### src/rtl/ggc_pkg.sv
`timescale 1ns / 1ps

package ggc_pkg;

  // Default vertex capacity of the adjacency store
  localparam int DEF_MAX_VERTICES = 64;

  // Fixed field widths
  localparam int VERTEX_W = 6;
  localparam int COUNT_W  = 7;
  localparam int EDGES_W  = 16;

  // Register reset and result limits
  localparam logic [COUNT_W-1:0] VERTEX_COUNT_RESET = 7'd64;
  localparam logic [COUNT_W-1:0] COLORS_SAT         = 7'd127;
  localparam logic [EDGES_W-1:0] EDGES_SAT          = 16'hFFFF;

  // Item kinds
  localparam logic KIND_ADD_EDGE = 1'b0;
  localparam logic KIND_COLOR    = 1'b1;

  typedef logic [COUNT_W-1:0] cfg_word_t;

  typedef struct packed {
    logic                kind;
    logic [VERTEX_W-1:0] vertex_a;
    logic [VERTEX_W-1:0] vertex_b;
  } in_item_t;

  typedef struct packed {
    logic [COUNT_W-1:0] colors_needed;
    logic [EDGES_W-1:0] edges_added;
  } res_item_t;

  // Controller to datapath commands
  typedef struct packed {
    logic start;     // begin a coloring run
    logic edge_wr;   // store one edge
    logic row_rd;    // fetch adjacency row of current vertex
    logic scan;      // step neighbour scan
    logic srch;      // step first-fit color search
    logic color_wr;  // commit color of current vertex
    logic next_vtx;  // advance to next vertex
    logic out_load;  // load result register
  } ggc_cmd_t;

  // Datapath to controller status
  typedef struct packed {
    logic scan_more;   // lower-indexed neighbours left to scan
    logic free_found;  // candidate color is not taken
    logic last_vtx;    // current vertex is the last one in use
    logic out_free;    // result register can take a new beat
  } ggc_sts_t;

endpackage

### src/rtl/ggc_ctrl.sv
`timescale 1ns / 1ps

module ggc_ctrl
  import ggc_pkg::*;
(
  input  logic     clk_i,
  input  logic     rst_ni,
  input  logic     in_valid_i,
  input  logic     in_kind_i,
  output logic     in_ready_o,
  input  ggc_sts_t sts_i,
  output ggc_cmd_t cmd_o
);

  typedef enum logic [4:0] {
    ST_IDLE = 5'b00001,
    ST_ROW  = 5'b00010,
    ST_SCAN = 5'b00100,
    ST_SRCH = 5'b01000,
    ST_DONE = 5'b10000
  } state_e;

  state_e state_q, state_d;

  // Sequence the coloring walk
  always_comb begin
    state_d    = state_q;
    cmd_o      = '0;
    in_ready_o = 1'b0;
    unique case (state_q)
      ST_IDLE: begin
        in_ready_o = 1'b1;
        if (in_valid_i) begin
          if (in_kind_i == KIND_COLOR) begin
            cmd_o.start = 1'b1;
            state_d     = ST_ROW;
          end else begin
            cmd_o.edge_wr = 1'b1;
          end
        end
      end
      ST_ROW: begin
        cmd_o.row_rd = 1'b1;
        state_d      = ST_SCAN;
      end
      ST_SCAN: begin
        cmd_o.scan = 1'b1;
        if (!sts_i.scan_more) begin
          state_d = ST_SRCH;
        end
      end
      ST_SRCH: begin
        cmd_o.srch = 1'b1;
        if (sts_i.free_found) begin
          cmd_o.color_wr = 1'b1;
          if (sts_i.last_vtx) begin
            state_d = ST_DONE;
          end else begin
            cmd_o.next_vtx = 1'b1;
            state_d        = ST_ROW;
          end
        end
      end
      ST_DONE: begin
        if (sts_i.out_free) begin
          cmd_o.out_load = 1'b1;
          state_d        = ST_IDLE;
        end
      end
      default: begin
        state_d = ST_IDLE;
      end
    endcase
  end

  always_ff @(posedge clk_i or negedge rst_ni) begin
    if (!rst_ni) begin
      state_q <= ST_IDLE;
    end else begin
      state_q <= state_d;
    end
  end

endmodule

### config.mk
export PLATFORM = sky130hd
export DESIGN_NAME = ggc_ctrl
export DESIGN_NICKNAME = d
export VERILOG_FILES = /design/src/rtl/ggc_pkg.sv /design/src/rtl/ggc_ctrl.sv
export SDC_FILE = /design/constraint.sdc
export NUM_CORES = 1
export LEC_CHECK = 0
export ABC_AREA = 0
export BUFFER_PORTS_ARGS = -buffer_cell sky130_fd_sc_hd__clkbuf_2
export CAP_MARGIN = 20
export CORE_AREA = 2 2 39 41
export CTS_BUF_LIST = sky130_fd_sc_hd__clkbuf_4
export DETAILED_ROUTE_END_ITERATION = 10
export DIE_AREA = 0 0 41 43
export SLEW_MARGIN = 20
export SYNTH_ARGS = -nofsm -noshare
export SYNTH_HDL_FRONTEND = slang
export SYNTH_SLANG_ARGS = --single-unit
### constraint.sdc
create_clock -name clk_i -period 1.1 [get_ports clk_i]
set_input_delay 0.22 -clock clk_i [delete_from_list [all_inputs] [get_ports clk_i]]
set_output_delay 0.22 -clock clk_i [all_outputs]
set_load 0.005 [all_outputs]
==> results.yml <==
outcome:
  status: "finished with violations"
  violations: "setup timing"
clocking:
  cts.clk_slew.worst_paths_ps: 50
  clock-sinks: 5
  htreeDepth: 1
  cts_buffers: 3
  clockRootBuffer: "clkbuf_4"
  clock_latency_ps: 250
  cts_tree: "yes"
  clockBufferDepth: 2
sta:
  setup_viol: 13
  max_freq_mhz: 628
  slew-limit-headroom_pct: 82.2
  tightest_slew_ps: 264
  worst_slack_ps: -493
  tns_ps: -4490
  rsz0062_at_grt: "true"
  finalMaxSlewViolations: 0
  hold_viol_final: 0
  finalClockSkew_ps: 2.02
  layout_min_cycle_time_ps: 1590
  post-route-period-util_pct: 145
worst_setup_path:
  arrival_ps: 1370
  crit_path_end_kind: "primary output"
  worst-setup-path-type: "flip-flop to primary output"
  crit_chain: "nor3_4 > nand3b_4 > clkinv_2 > nand2_2 > nor2_1 > clkbuf_2"
  cp_slowest_cell: "dfrtp_2"
  crit_fanout: 4
  critical-path-max-stage-delay_ps: 440
  cp.required_ps: 880
  worstSetupStartpointType: "flip-flop"
die:
  start_util_pct: 29.9
  rows: 14
  die_area_um2: 1760
  coreArea_um2: 1380
  io_pins: 17
  die_w_um: 41
  die_h_um: 43
layout:
  fin_cells: 97
  nNetsFinal: 90
  finalInstanceArea_um2: 753
  largest_reg_flops: 5
  fill_cells: 129
  utilization_pct: 54.4
  layout.area.seq_um2: 129
  diodes: 0
  reg_top3: "state_q (5)"
  drive_gt1_share_pct: 76.5
  regMostFlops: "state_q"
  multi_input_area_um2: 338
  area_growth_pct: 81.9
route:
  vias_per_cell: 4.88
  via_count: 473
  drc: 0
  wl_per_cell_um: 12.5
  drt_iter0_markers: 1
  dr.pass1.iters: 4
  wirelength_mm: 1.21
  ant_nets: 0
synthesis:
  syn-num-nets: 56
  ys_warn_count: 0
  synth_top_flop_cell: "dfrtp_1"
  synth_top_area_share_pct: 24.2
  syn_area_um2: 414
  synthTopCellsByCount: "nor2_1, nand2_1, dfrtp_1"
  ys_ff_latch: 5
  synth.most_common_cell: "nor2_1"
  yosysUniqueCellTypes: 28
  yosysTopAreaCell: "dfrtp_1"
  avgSynthCellArea_um2: 8.63
  synth_edf_count: 0
  async_reset_ff_share_pct: 100
  synth_cells: 48
  yosysSeqAreaShare_pct: 30.5
  synth_area_leaders: "dfrtp_1, buf_6, dfstp_2"
power_and_ir_drop:
  switching_share_pct: 37.8
  seqPwrFrac_pct: 26.9
  power.density_nw_per_um2: 1510
  p_comb_share_pct: 51.1
  p_sw_mw: 0.430
  pwr-share-clk_pct: 21.9
  internal-power_mw: 0.707
  p_leak_nw: 0.394
  vdd_ir_drop_max_uv: 673
global_routing:
  grt_pass1_wl_mm: 1.84
  gr-total-overflow: 0
  grt_antenna_before_repair: 0
  grt_max_degree: 8
  grt_use_total_pct: 16.3
  grt_pass1_vias: 414
place:
  dp.cells: 87
  dpl_worst_slack_ps: -244
  place_area_um2: 564
  dp_hpwl_um: 869
  placement.io_buffers: 16
  gp_congestion: 0.766
min_path:
  hold_class: "primary input to flip-flop"
flow_run:
  cap_violations: 0
==> metrics by stage <==
step / hold WS (ps) / total power, mW
after floorplan: -75.6 / 0.571
after global placement: 54.2 / 0.685
after detailed placement: 51.4 / 0.692
after CTS: 217 / 0.988
after global routing: 247 / 1.22
final: 250 / 1.14
==> worst max-delay path, delay by kind of cell (launching register included) <==
family | cells | cell delay (ps)
and+or+nand+nor | 4 | 500
buffers and inverters | 2 | 170
DFF | 1 | 440
==> worst paths after layout <==
path                                        start                endpoint  slack, ps  cells after the start
min in group asynchronous                  rst_ni  state_q[2]$_DFFE_PN0P_        330                      2
max in group asynchronous                  rst_ni  state_q[0]$_DFFE_PN1P_        550                      2
min reg2reg                state_q[1]$_DFFE_PN0P_  state_q[3]$_DFFE_PN0P_        650                      2
max reg2reg                state_q[2]$_DFFE_PN0P_  state_q[1]$_DFFE_PN0P_       -340                      6
min                                      sts_i[0]  state_q[4]$_DFFE_PN0P_        250                      2
max                        state_q[2]$_DFFE_PN0P_                cmd_o[1]       -490                      6
==> cell type report <==
| type | count | share of cell area (%) |
|---|---|---|
| Inverter | 4 | 2.16 |
| Clock buffer | 4 | 3.99 |
| Timing Repair Buffer | 32 | 29.2 |
| Multi-Input combinational cell | 36 | 44.9 |
| Sequential cell | 5 | 17.1 |
| Tap cell | 16 | 2.66 |
==> logic make-up (layout without fill, tap and decap cells) <==
family / Yosys count / after routing / share of synthesized area, %
AO/OA/AOI/OAI: 7 / 7 / 12.4
XOR/XNOR: 1 / 1 / 2.12
buffers and inverters: 7 / 40 / 11.8
flip-flops: 5 / 5 / 30.5
AND/OR/NAND/NOR: 28 / 28 / 43.2
==> repair_timing <==
action                                 4_1_cts  5_1_grt
buffers inserted                             2        3
gates resized for setup                      8       16
setup endpoints to repair                   14       14
pin swaps                                    5        2
hold buffers                                 1        0
endpoints found under the hold margin        5        0
==> cell usage in the layout (no fill, tap or decap), types with 2 or more instances in the layout <==
master,instances
dfrtp_1,2
dfrtp_2,2
buf_6,4
clkbuf_4,4
clkbuf_2,15
nor3b_2,2
nor4b_2,2
buf_4,12
nand2_2,2
nand2_1,3
a21oi_1,2
nor2_2,4
nor2_1,4
==> routing by layer <==
layer  share of wire (%)  track usage (%)  routed length [um]
met4                 3.1             14.0                  37
met2                  49             22.2                 590
met3                 3.7             3.14                  45
met5                   0                0                   0
met1                  44             20.6                 538
==> power by group through the flow <==
| stage | registers, mW | logic [mW] | clock network (mW) |
|---|---|---|---|
| finish | 0.307 | 0.581 | 0.249 |
| global route | 0.311 | 0.636 | 0.274 |
| CTS | 0.302 | 0.426 | 0.260 |
| detailed placement | 0.296 | 0.396 | 0 |
| global placement | 0.294 | 0.391 | 0 |
| floorplan | 0.252 | 0.319 | 0 |
No activity file was read; power rests on OpenSTA's default activity.
